**config.mk**
```make
export PLATFORM = sky130hd
export DESIGN_NAME = variable_file_parser
export DESIGN_NICKNAME = d
export VERILOG_FILES = /design/src/rtl/core/vfp_pkg.sv /design/src/rtl/core/variable_file_parser.sv /design/src/rtl/core/vfp_front.sv /design/src/rtl/core/vfp_queue.sv /design/src/rtl/core/vfp_back.sv
export VERILOG_INCLUDE_DIRS = /design/src /design/src/rtl/core
export SDC_FILE = /design/constraint.sdc
export NUM_CORES = 1
export LEC_CHECK = 0
export CAP_MARGIN = 20
export CORE_UTILIZATION = 55
export DETAILED_ROUTE_END_ITERATION = 6
export DONT_BUFFER_PORTS = 1
export PLACE_DENSITY = 0.73
export RECOVER_POWER = 50
export SYNTH_ARGS = -nofsm -noshare
export SYNTH_HDL_FRONTEND = slang
export SYNTH_SLANG_ARGS = --single-unit
```
**constraint.sdc**
```tcl
create_clock -name aclk -period 4.15 [get_ports aclk]
set_input_delay 0.2075 -clock aclk [delete_from_list [all_inputs] [get_ports aclk]]
set_output_delay 0.2075 -clock aclk [all_outputs]
set_load 0.05 [all_outputs]
```
**src/rtl/core/assert_macros.svh**
```systemverilog
// assertion macros used by variable_file_parser.sv
`ifndef ASSERT_MACROS_SVH
`define ASSERT_MACROS_SVH

// same-cycle implication, disabled while reset is held
`define VFP_ASSERT_NOW(label, clk, rstn, ante, cons, msg) \
    label: assert property (@(posedge clk) disable iff (!(rstn)) (ante) |-> (cons)) \
        else $error(msg);

// next-cycle implication, disabled while reset is held
`define VFP_ASSERT_NEXT(label, clk, rstn, ante, cons, msg) \
    label: assert property (@(posedge clk) disable iff (!(rstn)) (ante) |=> (cons)) \
        else $error(msg);

`endif

```
**src/rtl/core/vfp_pkg.sv**
```systemverilog
// types, codes and constants of the variable file parser
package vfp_pkg;

    localparam int SIG_LEN       = 11;
    localparam int COMMENT_LEN   = 42;
    localparam int ENTRY_HDR_LEN = 17;
    localparam int QUEUE_DEPTH   = 2;

    localparam logic [15:0] HDR_WORD_A  = 16'h000B;
    localparam logic [15:0] HDR_WORD_B  = 16'h000D;
    localparam int          ARCHIVE_BIT = 7;

    // result kinds
    localparam logic [2:0] KIND_SKIP    = 3'd0;
    localparam logic [2:0] KIND_COMMENT = 3'd1;
    localparam logic [2:0] KIND_NAME    = 3'd2;
    localparam logic [2:0] KIND_DESC    = 3'd3;
    localparam logic [2:0] KIND_DATA    = 3'd4;
    localparam logic [2:0] KIND_DONE    = 3'd5;
    localparam logic [2:0] KIND_ERROR   = 3'd6;

    // error codes
    localparam logic [1:0] ERR_NONE     = 2'd0;
    localparam logic [1:0] ERR_BAD_SIG  = 2'd1;
    localparam logic [1:0] ERR_BAD_HDR  = 2'd2;
    localparam logic [1:0] ERR_LEN_DIFF = 2'd3;

    // checksum operations for the back end
    localparam logic [1:0] SUM_HOLD  = 2'd0;
    localparam logic [1:0] SUM_CLEAR = 2'd1;
    localparam logic [1:0] SUM_ADD   = 2'd2;

    // one classified byte, passed from front end to back end
    typedef struct packed {
        logic [2:0]  kind;
        logic [7:0]  data_byte;
        logic [15:0] data_offset;
        logic [7:0]  entry_type;
        logic [15:0] entry_size;
        logic        archived;
        logic [1:0]  error_code;
        logic [1:0]  sum_op;
        logic [7:0]  sum_byte;
        logic [15:0] trail_word;
    } vfp_rec_t;

    // queue status seen by the top level
    typedef struct packed {
        logic                               rec_valid;
        logic                               can_push;
        logic [$clog2(QUEUE_DEPTH+1)-1:0]   level;
    } vfp_qstat_t;

    function automatic logic [7:0] magic_byte(input logic [3:0] idx);
        logic [7:0] val;
        case (idx)
            4'd0:    val = 8'h2A;
            4'd1:    val = 8'h2A;
            4'd2:    val = 8'h54;
            4'd3:    val = 8'h49;
            4'd4:    val = 8'h38;
            4'd5:    val = 8'h33;
            4'd6:    val = 8'h46;
            4'd7:    val = 8'h2A;
            4'd8:    val = 8'h1A;
            4'd9:    val = 8'h0A;
            4'd10:   val = 8'h00;
            default: val = 8'h00;
        endcase
        return val;
    endfunction

endpackage

```
**src/rtl/core/variable_file_parser.sv**
```systemverilog
// variable file parser: one result per accepted byte, passed through the queue and the output register
// throughput one byte per cycle while the queue has a free slot and the result side is not stalled
// front end and back end are decoupled by a two-slot queue, so either side may stall alone
// an accepted byte is written into a queue slot, then popped into the output register behind m_tvalid
// synchronous active-low reset: parser idle, queue empty, checksum zero, no result pending
`include "assert_macros.svh"

module variable_file_parser
    import vfp_pkg::*;
(
    input  logic        aclk,
    input  logic        aresetn,
    // input byte stream
    input  logic        s_tvalid,
    output logic        s_tready,
    input  logic [7:0]  s_tdata,   // [7:0] in_byte
    input  logic        s_tuser,   // [0] start_of_file
    // result stream
    output logic        m_tvalid,
    input  logic        m_tready,
    // [2:0] kind, [10:3] out_byte, [26:11] data_offset, [34:27] entry_type,
    // [50:35] entry_size, [51] archived, [53:52] error_code, [54] checksum_ok,
    // [70:55] computed_sum, [71] zero
    output logic [71:0] m_tdata
);

    logic       in_accept;
    logic       q_pop;
    vfp_rec_t   front_rec;
    vfp_rec_t   head_rec;
    vfp_qstat_t q_stat;

    // a new request is taken whenever the queue has a free slot
    assign s_tready  = q_stat.can_push;
    assign in_accept = s_tvalid && s_tready;

    // phase machine, counters and header fields; classifies each byte
    vfp_front u_front (
        .aclk          (aclk),
        .aresetn       (aresetn),
        .accept        (in_accept),
        .in_byte       (s_tdata),
        .start_of_file (s_tuser),
        .rec           (front_rec)
    );

    // classified bytes wait here while the result side is stalled
    vfp_queue u_queue (
        .aclk     (aclk),
        .aresetn  (aresetn),
        .push     (in_accept),
        .push_rec (front_rec),
        .pop      (q_pop),
        .head_rec (head_rec),
        .stat     (q_stat)
    );

    // running body sum, trailer compare and registered result
    vfp_back u_back (
        .aclk      (aclk),
        .aresetn   (aresetn),
        .rec_valid (q_stat.rec_valid),
        .rec       (head_rec),
        .pop       (q_pop),
        .m_tvalid  (m_tvalid),
        .m_tready  (m_tready),
        .m_tdata   (m_tdata)
    );

    // error results always carry a code, other results never do
    `VFP_ASSERT_NOW(a_err_code, aclk, aresetn, m_tvalid && (m_tdata[2:0] == KIND_ERROR), m_tdata[53:52] != ERR_NONE, "error result without error code")
    `VFP_ASSERT_NOW(a_no_code, aclk, aresetn, m_tvalid && (m_tdata[2:0] != KIND_ERROR), m_tdata[53:52] == ERR_NONE, "error code on a non-error result")
    // only data bytes carry an offset
    `VFP_ASSERT_NOW(a_offset, aclk, aresetn, m_tvalid && (m_tdata[2:0] != KIND_DATA), m_tdata[26:11] == 16'd0, "data offset on a non-data result")
    // the queue never holds more than its depth
    `VFP_ASSERT_NOW(a_level, aclk, aresetn, 1'b1, q_stat.level <= 2'(QUEUE_DEPTH), "queue level above depth")

endmodule

```
**src/rtl/core/vfp_front.sv**
```systemverilog
// front end: file phase tracking, header capture and byte classification
module vfp_front
    import vfp_pkg::*;
(
    input  logic        aclk,
    input  logic        aresetn,
    input  logic        accept,
    input  logic [7:0]  in_byte,
    input  logic        start_of_file,
    output vfp_rec_t    rec
);

    localparam logic [2:0] PH_IDLE    = 3'd0;
    localparam logic [2:0] PH_SIG     = 3'd1;
    localparam logic [2:0] PH_COMMENT = 3'd2;
    localparam logic [2:0] PH_BLEN    = 3'd3;
    localparam logic [2:0] PH_EHDR    = 3'd4;
    localparam logic [2:0] PH_EDATA   = 3'd5;
    localparam logic [2:0] PH_TRAIL   = 3'd6;
    localparam logic [2:0] PH_HALT    = 3'd7;

    logic [2:0]  phase_reg, phase_next;
    logic [15:0] field_count_reg, field_count_next;
    logic [17:0] body_count_reg, body_count_next;
    logic        sig_bad_reg, sig_bad_next;
    logic [15:0] body_length_reg, body_length_next;
    logic [15:0] header_word_reg, header_word_next;
    logic [15:0] first_length_reg, first_length_next;
    logic [15:0] second_length_reg, second_length_next;
    logic [7:0]  type_byte_reg, type_byte_next;
    logic [7:0]  flags_byte_reg, flags_byte_next;
    logic [7:0]  trailer_low_reg, trailer_low_next;

    logic [2:0]  ph;
    logic [15:0] fc, fc_inc;
    logic [17:0] bc, bc_inc;
    logic        sb, sig_bad_now, body_done;
    logic [15:0] blen_full, len_copy;

    always_comb begin
        rec                = '0;
        rec.kind           = KIND_SKIP;
        rec.error_code     = ERR_NONE;
        rec.sum_op         = SUM_HOLD;
        rec.sum_byte       = in_byte;
        body_length_next   = body_length_reg;
        header_word_next   = header_word_reg;
        first_length_next  = first_length_reg;
        second_length_next = second_length_reg;
        type_byte_next     = type_byte_reg;
        flags_byte_next    = flags_byte_reg;
        trailer_low_next   = trailer_low_reg;

        ph = phase_reg;
        fc = field_count_reg;
        sb = sig_bad_reg;
        bc = body_count_reg;
        if (start_of_file) begin
            ph         = PH_SIG;
            fc         = '0;
            sb         = 1'b0;
            bc         = '0;
            rec.sum_op = SUM_CLEAR;
        end

        phase_next       = ph;
        field_count_next = fc;
        sig_bad_next     = sb;
        body_count_next  = bc;
        fc_inc           = fc + 16'd1;
        bc_inc           = bc + 18'd1;
        body_done        = (bc_inc >= {2'b00, body_length_reg});
        sig_bad_now      = sb | (in_byte != magic_byte(fc[3:0]));
        blen_full        = {in_byte, body_length_reg[7:0]};
        len_copy         = {in_byte, second_length_reg[7:0]};

        case (ph)
            PH_SIG: begin
                sig_bad_next     = sig_bad_now;
                field_count_next = fc_inc;
                if (fc_inc >= 16'(SIG_LEN)) begin
                    field_count_next = '0;
                    if (sig_bad_now) begin
                        rec.kind       = KIND_ERROR;
                        rec.error_code = ERR_BAD_SIG;
                        phase_next     = PH_HALT;
                    end else begin
                        phase_next = PH_COMMENT;
                    end
                end
            end
            PH_COMMENT: begin
                rec.kind         = KIND_COMMENT;
                rec.data_byte    = in_byte;
                field_count_next = fc_inc;
                if (fc_inc >= 16'(COMMENT_LEN)) begin
                    field_count_next = '0;
                    phase_next       = PH_BLEN;
                end
            end
            PH_BLEN: begin
                if (fc == 16'd0) begin
                    body_length_next = {8'h00, in_byte};
                    field_count_next = 16'd1;
                end else begin
                    body_length_next = blen_full;
                    rec.sum_op       = SUM_CLEAR;
                    body_count_next  = '0;
                    field_count_next = '0;
                    phase_next       = (blen_full == 16'd0) ? PH_TRAIL : PH_EHDR;
                end
            end
            PH_EHDR: begin
                rec.sum_op      = SUM_ADD;
                body_count_next = bc_inc;
                case (fc[4:0])
                    5'd0:  header_word_next   = {8'h00, in_byte};
                    5'd1:  header_word_next   = {in_byte, header_word_reg[7:0]};
                    5'd2:  first_length_next  = {8'h00, in_byte};
                    5'd3:  first_length_next  = {in_byte, first_length_reg[7:0]};
                    5'd4:  type_byte_next     = in_byte;
                    5'd14: flags_byte_next    = in_byte;
                    5'd15: second_length_next = {8'h00, in_byte};
                    5'd16: second_length_next = len_copy;
                    default: begin
                        if (fc >= 16'd5 && fc <= 16'd12) begin
                            rec.kind      = KIND_NAME;
                            rec.data_byte = in_byte;
                        end
                    end
                endcase
                field_count_next = fc_inc;
                if (fc_inc >= 16'(ENTRY_HDR_LEN)) begin
                    field_count_next = '0;
                    if (header_word_reg != HDR_WORD_A && header_word_reg != HDR_WORD_B) begin
                        rec.kind       = KIND_ERROR;
                        rec.error_code = ERR_BAD_HDR;
                        phase_next     = PH_HALT;
                    end else if (first_length_reg != len_copy) begin
                        rec.kind       = KIND_ERROR;
                        rec.error_code = ERR_LEN_DIFF;
                        phase_next     = PH_HALT;
                    end else begin
                        rec.kind       = KIND_DESC;
                        rec.entry_type = type_byte_reg;
                        rec.entry_size = first_length_reg;
                        rec.archived   = flags_byte_reg[ARCHIVE_BIT];
                        if (first_length_reg == 16'd0) begin
                            phase_next = body_done ? PH_TRAIL : PH_EHDR;
                        end else begin
                            phase_next = PH_EDATA;
                        end
                    end
                end
            end
            PH_EDATA: begin
                rec.sum_op       = SUM_ADD;
                body_count_next  = bc_inc;
                rec.kind         = KIND_DATA;
                rec.data_byte    = in_byte;
                rec.data_offset  = fc;
                field_count_next = fc_inc;
                if (fc_inc >= first_length_reg) begin
                    field_count_next = '0;
                    phase_next       = body_done ? PH_TRAIL : PH_EHDR;
                end
            end
            PH_TRAIL: begin
                if (fc == 16'd0) begin
                    trailer_low_next = in_byte;
                    field_count_next = 16'd1;
                end else begin
                    rec.kind         = KIND_DONE;
                    rec.trail_word   = {in_byte, trailer_low_reg};
                    field_count_next = '0;
                    phase_next       = PH_HALT;
                end
            end
            default: begin
            end
        endcase
    end

    always_ff @(posedge aclk) begin
        if (!aresetn) begin
            phase_reg       <= PH_IDLE;
            field_count_reg <= '0;
            body_count_reg  <= '0;
            sig_bad_reg     <= 1'b0;
        end else if (accept) begin
            phase_reg       <= phase_next;
            field_count_reg <= field_count_next;
            body_count_reg  <= body_count_next;
            sig_bad_reg     <= sig_bad_next;
        end
    end

    // header fields are always written before they are used
    always_ff @(posedge aclk) begin
        if (accept) begin
            body_length_reg   <= body_length_next;
            header_word_reg   <= header_word_next;
            first_length_reg  <= first_length_next;
            second_length_reg <= second_length_next;
            type_byte_reg     <= type_byte_next;
            flags_byte_reg    <= flags_byte_next;
            trailer_low_reg   <= trailer_low_next;
        end
    end

endmodule

```
**src/rtl/core/vfp_queue.sv**
```systemverilog
// two-slot queue between front end and back end
module vfp_queue
    import vfp_pkg::*;
(
    input  logic        aclk,
    input  logic        aresetn,
    input  logic        push,
    input  vfp_rec_t    push_rec,
    input  logic        pop,
    output vfp_rec_t    head_rec,
    output vfp_qstat_t  stat
);

    localparam int PTR_W = (QUEUE_DEPTH > 1) ? $clog2(QUEUE_DEPTH) : 1;
    localparam int LVL_W = $clog2(QUEUE_DEPTH + 1);

    vfp_rec_t    slot_reg [QUEUE_DEPTH];
    logic [PTR_W-1:0] wr_ptr_reg, wr_ptr_next;
    logic [PTR_W-1:0] rd_ptr_reg, rd_ptr_next;
    logic [LVL_W-1:0] level_reg, level_next;

    function automatic logic [PTR_W-1:0] ptr_inc(input logic [PTR_W-1:0] p);
        logic [PTR_W-1:0] r;
        if (p == PTR_W'(QUEUE_DEPTH - 1)) begin
            r = '0;
        end else begin
            r = p + PTR_W'(1);
        end
        return r;
    endfunction

    always_comb begin
        wr_ptr_next = push ? ptr_inc(wr_ptr_reg) : wr_ptr_reg;
        rd_ptr_next = pop ? ptr_inc(rd_ptr_reg) : rd_ptr_reg;
        level_next  = level_reg + LVL_W'(push) - LVL_W'(pop);
    end

    assign head_rec       = slot_reg[rd_ptr_reg];
    assign stat.rec_valid = (level_reg != '0);
    assign stat.can_push  = (level_reg != LVL_W'(QUEUE_DEPTH));
    assign stat.level     = level_reg;

    always_ff @(posedge aclk) begin
        if (!aresetn) begin
            wr_ptr_reg <= '0;
            rd_ptr_reg <= '0;
            level_reg  <= '0;
        end else begin
            wr_ptr_reg <= wr_ptr_next;
            rd_ptr_reg <= rd_ptr_next;
            level_reg  <= level_next;
        end
    end

    always_ff @(posedge aclk) begin
        if (push) begin
            slot_reg[wr_ptr_reg] <= push_rec;
        end
    end

endmodule

```
**src/rtl/core/vfp_back.sv**
```systemverilog
// back end: body checksum, trailer compare and output register
module vfp_back
    import vfp_pkg::*;
(
    input  logic        aclk,
    input  logic        aresetn,
    input  logic        rec_valid,
    input  vfp_rec_t    rec,
    output logic        pop,
    output logic        m_tvalid,
    input  logic        m_tready,
    output logic [71:0] m_tdata
);

    logic        m_tvalid_reg, m_tvalid_next;
    logic [71:0] m_tdata_reg, m_tdata_next;
    logic [15:0] running_sum_reg, running_sum_next;
    logic        checksum_ok;

    assign pop = rec_valid && (!m_tvalid_reg || m_tready);

    always_comb begin
        running_sum_next = running_sum_reg;
        m_tvalid_next    = m_tvalid_reg;
        m_tdata_next     = m_tdata_reg;
        checksum_ok      = (rec.kind == KIND_DONE) && (running_sum_reg == rec.trail_word);
        if (pop) begin
            case (rec.sum_op)
                SUM_CLEAR: running_sum_next = '0;
                SUM_ADD:   running_sum_next = running_sum_reg + {8'h00, rec.sum_byte};
                default:   running_sum_next = running_sum_reg;
            endcase
            m_tvalid_next = 1'b1;
            m_tdata_next  = {1'b0, running_sum_next, checksum_ok, rec.error_code,
                             rec.archived, rec.entry_size, rec.entry_type,
                             rec.data_offset, rec.data_byte, rec.kind};
        end else if (m_tready) begin
            m_tvalid_next = 1'b0;
        end
    end

    always_ff @(posedge aclk) begin
        if (!aresetn) begin
            m_tvalid_reg    <= 1'b0;
            running_sum_reg <= '0;
        end else begin
            m_tvalid_reg    <= m_tvalid_next;
            running_sum_reg <= running_sum_next;
        end
    end

    always_ff @(posedge aclk) begin
        m_tdata_reg <= m_tdata_next;
    end

    assign m_tvalid = m_tvalid_reg;
    assign m_tdata  = m_tdata_reg;

endmodule

```
Yosys cells after proc, flatten, opt, wreduce, memory -nomap -nowiden
Memories as Yosys holds them, arrays and structs flattened. A register that Yosys moved wholly into a read port is not among the register bits.
Cells that the tools add are included.
Widths: inputs -> output; s select.
{ "word_totals": {"ramBits": 160, "reg_bits": 210, "romBits": 112, "mem_count": 2, "wordCells": 154} }
{ "classes": {"addsub": 7, "bitwise": 4, "n_reduce_logical": 29, "eq_ne": 22, "n_lt_le_gt_ge": 7, "mux": 63} }
{ "mem_list": {"columns": ["memory", "words", "width", "read_ports", "rd_clocked_by_memory_dff", "wr", "line_no", "text"], "rows": [
  ["u_queue.slot_reg", 2, 80, 1, 1, 1, "vfp_queue.sv:17", "vfp_rec_t slot_reg [QUEUE_DEPTH];"],
  ["(no name shown)", 16, 7, 1, 0, 0, "vfp_pkg.sv:56", "case (idx)"]
]} }
{ "ops": {"columns": ["cell", "n"], "rows": [
  ["$mux 16", 8],
  ["$pmux 16 s2", 3],
  ["$pmux 16 s5", 1],
  ["$mux 25", 3],
  ["$mux 3", 17],
  ["$logic_not 16->1", 3],
  ["$mux 18", 2],
  ["$pmux 18 s2", 1],
  ["$ne 16x4->1 const B", 2],
  ["$pmux 8 s2", 2],
  ["$mux 27", 1],
  ["$add 18x1->18 const B", 1],
  ["$ge 18x16->1", 1],
  ["$pmux 3 s6", 1],
  ["$reduce_and 3->1", 6],
  ["$add 16x1->16 const B", 1],
  ["$add 16x8->16", 1],
  ["$eq 16x16->1", 1],
  ["$ge 16x16->1", 1],
  ["$ge 16x3->1 const B", 1],
  ["$ge 16x4->1 const B", 1],
  ["$ge 16x5->1 const B", 1],
  ["$ge 16x6->1 const B", 1],
  ["$le 16x4->1 const B", 1],
  ["other kinds (33)", 71]
]} }

Logic depth before layout (Yosys ltp)
Gate-level depths: netlist of the first run.
{ "depth": {"depth_word": 9, "depth_mapped": 21, "mapped_depth_nobuf": 17} }

By module
A second synthesis of the first run with hierarchy kept.
{ "hier_totals": {"cells_unflattened": 1386, "area_unflattened_um2": 17615.6} }
{ "by_module_without_submodules": {"columns": ["module", "instances", "seq_area_each_um2", "cells_per_inst", "area_per_inst_um2"], "rows": [
  ["vfp_front", 1, 2952.8, 828, 7465.9],
  ["vfp_queue", 1, 4904.7, 270, 6402.4],
  ["vfp_back", 1, 2472.4, 287, 3741.1],
  ["variable_file_parser", 1, 0.0, 1, 6.3]
]} }

Least setup slack after synthesis of the first run
No wires, ideal clock.
{ "synth_timing": {"path_kind": "reg-to-reg", "from": "reg u_queue.level_reg[0]", "to": "mem u_queue.slot_reg[0][0] in the netlist's numbering, enable pin", "t_required_ns": 3.631, "path_stages_with_launch": 5, "n_path_buf": 0, "t_arrival_ns": 4.352, "setup_ns": 0.519, "path_slack_ns": -0.721, "cell_sequence": "dfxtp_1 inv_1 nand2_1 nand2_1 nor2_1"} }
{ "synth_between": {"elab_chain_cells": 4} }
{ "synth_lines": {"columns": ["item", "line_no", "text"], "rows": [
  ["start: declaration", "vfp_queue.sv:20", "logic [LVL_W-1:0] level_reg, level_next;"],
  ["start signal: assignment", "vfp_queue.sv:51", "level_reg <= level_next;"],
  ["$ne 2x2->1", "vfp_queue.sv:40", "assign stat.can_push = (level_reg != LVL_W'(QUEUE_DEPTH));"],
  ["net s_tready", "variable_file_parser.sv:15", "output logic s_tready,"],
  ["$logic_and 1x1->1", "variable_file_parser.sv:35", "assign in_accept = s_tvalid && s_tready;"],
  ["$mux 1", "vfp_queue.sv:56", "if (push) begin"],
  ["$mux 1 (implied by the code)", "vfp_queue.sv:57", "slot_reg[wr_ptr_reg] <= push_rec;"],
  ["end: declaration", "vfp_queue.sv:17", null]
]} }
The timed path passes the listed nets, and every way through them passes these cells.

Worst setup path in the final report of the first run
{ "layout_timing": {"from": "reg u_front.body_count_reg[0]", "to": "reg u_front.phase_reg[1]"} }
{ "layout_between": {"elab_chain_cells": 9, "elab_cells_between_ends": 10} }
{ "layout_lines": {"columns": ["item", "line_no", "text"], "rows": [
  ["start: declaration", "vfp_front.sv:24", "logic [17:0] body_count_reg, body_count_next;"],
  ["start signal: assignment", "vfp_front.sv:193", "body_count_reg <= body_count_next;"],
  ["$mux 18 *", "vfp_front.sv:58", "if (start_of_file) begin"],
  ["$add 18x1->18 *", "vfp_front.sv:71", "bc_inc = bc + 18'd1;"],
  ["$ge 18x16->1 *", "vfp_front.sv:72", "body_done = (bc_inc >= {2'b00, body_length_reg});"],
  ["$mux 2 *", "vfp_front.sv:149, vfp_front.sv:165", null],
  ["$mux 3", "vfp_front.sv:148", "if (first_length_reg == 16'd0) begin"],
  ["$mux 3", "vfp_front.sv:139", "end else if (first_length_reg != len_copy) begin"],
  ["$mux 3", "vfp_front.sv:135", "if (header_word_reg != HDR_WORD_A && header_word_reg != HDR_WORD_B) begin"],
  ["$mux 3", "vfp_front.sv:133", "if (fc_inc >= 16'(ENTRY_HDR_LEN)) begin"],
  ["$pmux 3 s6 *", "vfp_front.sv:77", "case (ph)"],
  ["end signal: assignment", "vfp_front.sv:191", "phase_reg <= phase_next;"],
  ["end: declaration", "vfp_front.sv:22", "logic [2:0] phase_reg, phase_next;"]
]} }
Mark *: on every way between the ends. The rest lies on a longest branch, timed or not.
A chain may end at the register's enable or synchronous reset.

==> metrics, run 1 <==
maximum clock frequency=258.1 MHz; nature of the critical path startpoint=flip-flop; Final ANT Viol Nets=0; final slew viol count=125; Area growth, synth to finish=10.06%; register bit count reported by yosys=364; most frequent cells in the layout=304 x edfxtp_1, 98 x nor2_1, 76 x nand2_1, 64 x and2_1, 62 x a21oi_1; DR DRC count=0; Core Box Area=30590 µm²; R2R Setup Slk=0.28 ns; Crit Reg-Reg Startpoint=u_front.body_count_reg[0]$_SDFFE_PN0P_; mux share of post-synthesis cell area=0.05340; Via Count=11000; min Tclk post-route=3.875 ns; ys async rst share=0; Sw Ratio=0.3471; number of post-CTS setup repair buffers=0; # H-tree levels=2; DPL Wire Length=24580 µm; RSZ-0062 raised after global routing=false; Avg Inst Size Synth=12.38 µm²; HP Class=primary input to flip-flop; vias in the first global route=10600; GR Util met2=0.4063; CP Max Fanout=6; final net count=1451; total global routing overflow=0; compound-gate portion of the synthesized area=0.08665; GP Congestion=0.9391; ys flop type=edfxtp_1; Vias/cell=6.086; Port Buf Inserts=0; layout filler cell count=2315; gr busiest metal=met2; Post-Route WL=38660 µm; Post-Syn Area=17080 µm²; die extent in x=178.2 µm; GRT met3 Usage=0.06415; VDD IR max=0.0003282 V; largest cells by area after synthesis=edfxtp_1 53%, dfxtp_1 7.0%, mux2_2 4.3%; Netlist cell types=83; Post-Synth XOR/XNOR Area=0.04205; Seq/Total Area, Yosys=0.6047; failing checks=capacitance limit, slew limit; combinational family with the most area after synthesis=simple AND/OR/NAND/NOR gates; max_slew headroom=-0.4510; fraction of layout cells with a size suffix above 1=0.1113; full die area=31770 µm²; CP max-delay cell=a2111oi_0; Net Switching=3.982 mW; logic gate share of total power=0.174; Crit. End Element=flip-flop; clk buf depth=3; CTS tree=built; Final Core Density=0.6146; final setup fails=0; commonest non-fill, non-tap cell in the layout=edfxtp_1; share of the synthesized area in the top cell type=0.5344; Post-Syn Nets=1446; first-pass iteration count of the detailed router=7; crit-path cells=nor2b_1 -> ha_1 -> nand3b_1 -> nor4_2 -> buf_4 -> nand3_1 -> xor2_1 -> nor2_1 -> ha_1 -> a211o_1 -> o211ai_1 -> a21oi_1 -> a2111oi_0 -> a31oi_1 -> o21ai_0 -> a31oi_1; post-synth top area cell=edfxtp_1; drt wl/cell=21.40 µm; initial core utilization=0.5584; Setup TNS=0 ns; Final Skew=0.01434 ns; first-pass GRT wire length=59550 µm; Cells after DPL=1728; P_leak=6.817 nW; Skew-Pair Late Insertion Delay=0.53 ns; outcome=finished, violations left; Mapped Cells=1380; YS warnings=0; crit path to=u_front.phase_reg[1]$_SDFFE_PN0P_; internal power=7.491 mW; Reg-to-Reg End=u_front.phase_reg[1]$_SDFFE_PN0P_; initial antenna violation count=0; worst slew pin tran=2.176 ns; I/O pin count=87; Post-synth EDFFs=304; Slowest Stage Delay on Critical Path=0.59 ns; CTS Buf Count=38; Finished Layout Cells=1807; final hold slack=0.01830 ns; critical path class=flip-flop to flip-flop; Root Driver=clkbuf_16; number of cells on the worst reg-to-reg path=16; Levels on crit path=16; CP bufs+invs=1; Detailed Route Iter0 Violations=1259; Worst EP arrival=4.28 ns; met1 Usage GRT=0.3156; height of the die=178.2 µm; worst setup path startpoint=u_front.body_count_reg[0]$_SDFFE_PN0P_; Adder-Cell Fraction of Synth Area=0.03926; Final Hold Fails=0; largest net degree at the start of global routing=81; Total GRT Usage=0.2486; Post-Synth Simple-Gate Area=0.1421; part of the total power dissipated in the clock network=0.291; number of max-cap violations=2; Worst EP required=4.56 ns; max reg flops=160; diode count=0; clk sinks=364; largest delay contributor family on the critical path=compound AO/OA/AOI/OAI gates; # rows=64; clk slew on worst S/H paths=0.06 ns; total power=11.47 mW; PwrDens=610.3 nW/µm²; sequential share of power=0.535; period utilization=0.9336
## logic make-up after synthesis
logic type | after synthesis
adders and majority gates | 53
DFF | 364
other | 1
AOI/OAI and AO/OA | 218
xor gates and xnor gates | 82
and+or+nand+nor | 449
buffers and inverters | 130
muxes | 83
## cells in the mapped netlist (10+ instances only)
master,n
nor4_1,19
o21ai_0,43
xor2_1,28
dfxtp_1,60
nor2_1,99
nor2b_1,22
and3_1,36
clkbuf_1,46
mux2i_1,18
nor3_1,24
nand2_1,76
ha_1,52
a21oi_1,62
nand4_1,14
edfxtp_1,304
a31oi_1,13
and2_1,68
inv_1,57
nand3_1,26
nand2b_1,13
or3_1,10
xnor2_1,54
mux2_2,65
buf_2,10
## worst min-delay path by stage
stage / to / start / cells after the start / slack [ns]
floorplan: u_front.body_length_reg[0]$_DFFE_PP_ / s_tdata[0] / 0 / 0.31
global placement: u_front.second_length_reg[1]$_DFFE_PP_ / s_tdata[1] / 0 / 0.31
detailed placement: u_front.second_length_reg[3]$_DFFE_PP_ / s_tdata[3] / 0 / 0.31
CTS: u_front.phase_reg[2]$_SDFFE_PN0P_ / s_tuser / 3 / 0.007
global route: u_front.body_count_reg[7]$_SDFFE_PN0P_ / s_tuser / 3 / 0.02
finish: u_front.body_count_reg[8]$_SDFFE_PN0P_ / s_tuser / 3 / 0.02
## metal layers
metal | wire length, µm | vias up
li1 | - | 5088
met1 | 15620 | 5315
met2 | 18280 | 483
met3 | 3219 | 112
met4 | 1540 | 0
met5 | 0 | -
## layout make-up
cell class,instances,area (µm²),share of cell area
multi-input cells,886,6227,0.3312
flip-flops and latches,364,10330,0.5496
clock inverters,21,230.2,0.01225
well taps,396,495.5,0.02636
clock buffers,45,998.5,0.05311
repair buffers,37,297.8,0.01584
inverters,58,219.0,0.01165
## tightest hold or removal path, delay by kind of cell
family	cells	cell delay (ns)
compound gates	1	0.17
simple gates	2	0.11
## power by group through the flow
stage / sequential (mW) / combinational (mW) / clock [mW]
detailed placement: 6.20 / 1.97 / 0
global placement: 6.17 / 1.94 / 0
floorplan: 6.11 / 1.53 / 0
CTS: 6.13 / 2.03 / 3.39
global route: 6.20 / 2.19 / 3.55
finish: 6.13 / 2.00 / 3.34
## timing repair
action                                  4_1_cts  5_1_grt
hold buffers                                 12        0
endpoints found under the setup margin        0       16
gates resized for setup                       0        2
endpoints found under the hold margin       148        0
## stage by stage
stage               area (µm²)  worst slack (ns)
finish                   18800            0.2754
detailed placement       17470            0.2474
CTS                      18830            0.2104
global placement         17470            0.3696
global route             18800           0.02118
floorplan                17100          0.006769
Power figures use the tool's default switching activity.
==> run 2: changes to the inputs <==
--- a/config.mk
+++ b/config.mk
@@ -7,7 +7,9 @@
 export NUM_CORES = 1
 export LEC_CHECK = 0
 export CAP_MARGIN = 20
+export CORE_MARGIN = 4
 export CORE_UTILIZATION = 55
+export CTS_CLUSTER_DIAMETER = 150
 export DETAILED_ROUTE_END_ITERATION = 6
 export DONT_BUFFER_PORTS = 1
 export PLACE_DENSITY = 0.73
==> run 2 against run 1 <==
Sequential cell count unchanged. Cell area decreased by 0.11%. Sequential share of layout area increased by 0.059 points. The flow still finishes with violations (capacitance limit, slew limit). Cell count increased by 0.22%. Combinational power about the same. Clock-buffer cell count increased by 5. Register-to-register slack improved by 0.096 ns. Die area increased by 6.8%. Utilization decreased by 0.065 points. Wire length increased by 3.0%. Critical path depth decreased by 12. Clock power decreased by 3%.
==> metrics, run 2 (same netlist as run 1, synthesis figures left out) <==
RSZ-0062 raised after global routing=false (unchanged); Post-Route WL=39810 µm (was 38660 µm); clk sinks=364 (unchanged); I/O pin count=87 (unchanged); logic gate share of total power=0.174 (about the same); clk buf depth=3 (unchanged); max_slew headroom=-0.5898 (was -0.4510); layout filler cell count=2344 (was 2315); nature of the critical path startpoint=flip-flop (unchanged); routed wl met3=2807 µm (was 3219 µm); Total GRT Usage=0.2323 (was 0.2486); diode count=0 (unchanged); internal power=7.385 mW (was 7.491 mW); vias in the first global route=10760 (was 10600); Core Box Area=30590 µm² (unchanged); worst slew pin tran=2.385 ns (was 2.176 ns); CTS Buf Count=38 (unchanged); Root Driver=clkbuf_16 (unchanged); largest net degree at the start of global routing=67 (was 81); CTS tree=built (unchanged); Sw Ratio=0.3506 (was 0.3471); number of max-cap violations=2 (unchanged); Worst EP arrival=3.94 ns (was 4.28 ns); Final Skew=0.01339 ns (was 0.01434 ns); Crit. End Element=flip-flop (unchanged); GP Congestion=0.9474 (was 0.9391); PwrDens=605.5 nW/µm² (was 610.3 nW/µm²); initial antenna violation count=1 (was 0); met1 wire length=16440 µm (was 15620 µm); period utilization=0.9105 (was 0.9336); sequential share of power=0.541 (was 0.535); VDD IR max=0.0002864 V (was 0.0003282 V); height of the die=184.2 µm (was 178.2 µm); Vias/cell=6.029 (was 6.086); Skew-Pair Late Insertion Delay=0.53 ns (about the same); Hold Path Depth=3 (unchanged); Worst EP required=4.31 ns (was 4.56 ns); max reg flops=160 (unchanged); first-pass iteration count of the detailed router=5 (was 7); CP bufs+invs=2 (was 1); most frequent cells in the layout=304 x edfxtp_1, 99 x nor2_1, 74 x nand2_1, 62 x a21oi_1 (was 304 x edfxtp_1, 98 x nor2_1, 76 x nand2_1, 64 x and2_1, 62 x a21oi_1); # H-tree levels=2 (unchanged); first-pass GRT wire length=61060 µm (was 59550 µm); Post-DP Area=17480 µm² (was 17470 µm²); area of the multi-input gates=6225 µm² (was 6227 µm²); full die area=33940 µm² (was 31770 µm²); pre-CTS WS=0.2074 ns (was 0.2474 ns); CP max-delay cell=and3_1 (was a2111oi_0); Final ANT Viol Nets=0 (unchanged); final net count=1451 (unchanged); Net Switching=3.986 mW (was 3.982 mW); Final Hold Fails=0 (unchanged); Detailed Route Iter0 Violations=1085 (was 1259); crit-path cells=inv_1 -> nand2_1 -> and3_1 -> clkbuf_2 (was nor2b_1 -> ha_1 -> nand3b_1 -> nor4_2 -> buf_4 -> nand3_1 -> xor2_1 -> nor2_1 -> ha_1 -> a211o_1 -> o211ai_1 -> a21oi_1 -> a2111oi_0 -> a31oi_1 -> o21ai_0 -> a31oi_1); # rows=64 (unchanged); critical path class=flip-flop to flip-flop (unchanged); die extent in x=184.2 µm (was 178.2 µm); Final WS setup=0.3715 ns (was 0.2754 ns); Levels on crit path=4 (was 16); min Tclk post-route=3.778 ns (was 3.875 ns); number of cells on the worst reg-to-reg path=4 (was 16); register area=10330 µm² (unchanged); CP Max Fanout=48 (was 6); Design Area, Final=18780 µm² (was 18800 µm²); initial core utilization=0.5584 (unchanged); failing checks=capacitance limit, slew limit (unchanged); final slew viol count=66 (was 125); P_leak=6.794 nW (was 6.817 nW); part of the total power dissipated in the clock network=0.285 (was 0.291); Port Buf Inserts=0 (unchanged); Finished Layout Cells=1811 (was 1807); Met2 Routed Length=19380 µm (was 18280 µm); Slowest Stage Delay on Critical Path=1.86 ns (was 0.59 ns); largest delay contributor family on the critical path=simple AND/OR/NAND/NOR gates (was compound AO/OA/AOI/OAI gates); fraction of layout cells with a size suffix above 1=0.1088 (was 0.1113); DPL Wire Length=25710 µm (was 24580 µm); Top Layer Used=met4 (unchanged); Area growth, synth to finish=9.940% (was 10.06%); outcome=finished, violations left (unchanged); Final Core Density=0.6139 (was 0.6146); DR DRC count=0 (unchanged); HP Class=primary input to flip-flop (unchanged); clk slew on worst S/H paths=0.06 ns (about the same); Via Count=10920 (was 11000); drt wl/cell=21.98 µm (was 21.40 µm); Setup TNS=0 ns (unchanged); Cells after DPL=1729 (was 1728); maximum clock frequency=264.7 MHz (was 258.1 MHz); final setup fails=0 (unchanged); commonest non-fill, non-tap cell in the layout=edfxtp_1 (unchanged); total global routing overflow=0 (unchanged)
run 2: changes by cell type in the layout (fill, tap and decap cells not counted), moves of 2 or more:
cell	before	now
clkinv_2	6	4
nand2_1	76	74
inv_6	2	0
clkbuf_1	10	14
clkinv_1	6	9
and2_0	4	9
and2_1	64	59
nand2_2	0	2
bufinv_16	4	2
clkinv_8	0	2
run 2: timing repair:
item / in CTS / in global routing
hold buffers: 12 / 0
gates resized for setup: 0 / 4
hold endpoints to repair: 147 / 0
endpoints found under the setup margin: 0 / 17
buffers inserted: 0 / 0
run 2: through the flow:
step / power, mW / hold slack [ns]
2_1_floorplan: 7.637 / 0.3064
3_3_place_gp: 8.133 / 0.3092
3_5_place_dp: 8.182 / 0.3092
4_1_cts: 11.46 / 0.004346
5_1_grt: 11.83 / 0.02335
6_report: 11.37 / 0.02052
run 2: final cells by class:
type,count,share of cell area
inverter,58,0.01166
tap,396,0.02638
sequential,364,0.5501
clock inverter,20,0.009128
clock buffer,50,0.05470
timing repair buffer,37,0.01652
multi-input combinational,886,0.3315
run 2: final timing paths:
path | slack, ns | endpoint | from
min | 0.02 | u_front.body_count_reg[7]$_SDFFE_PN0P_ | s_tuser
max | 0.37 | u_queue.slot_reg[1][18]$_DFFE_PP_ | u_queue.level_reg[0]$_SDFF_PN0_
min reg2reg | 0.45 | u_front.body_count_reg[17]$_SDFFE_PN0P_ | u_front.body_count_reg[17]$_SDFFE_PN0P_
max reg2reg | 0.37 | u_queue.slot_reg[1][18]$_DFFE_PP_ | u_queue.level_reg[0]$_SDFF_PN0_
run 2: layer usage:
layer / up-vias / GRT usage
met1: 5315 / 0.3101
met4: 0 / 0.06891
met3: 77 / 0.04756
met5: - / 0
met2: 425 / 0.3879
li1: 5101 / -
run 2: worst register-to-register path: stages, from the launching register on:
cell      delay (ns)
dfxtp_1         0.34
inv_1           0.07
nand2_1         0.41
and3_1          1.86
clkbuf_2        0.72
run 2: power groups by stage:
stage          clock network, mW  logic, mW  registers, mW
2_1_floorplan                  0       1.53           6.11
3_3_place_gp                   0       1.93           6.20
3_5_place_dp                   0       1.95           6.23
4_1_cts                     3.29       2.01           6.16
5_1_grt                     3.45       2.17           6.21
6_report                    3.25       1.98           6.15
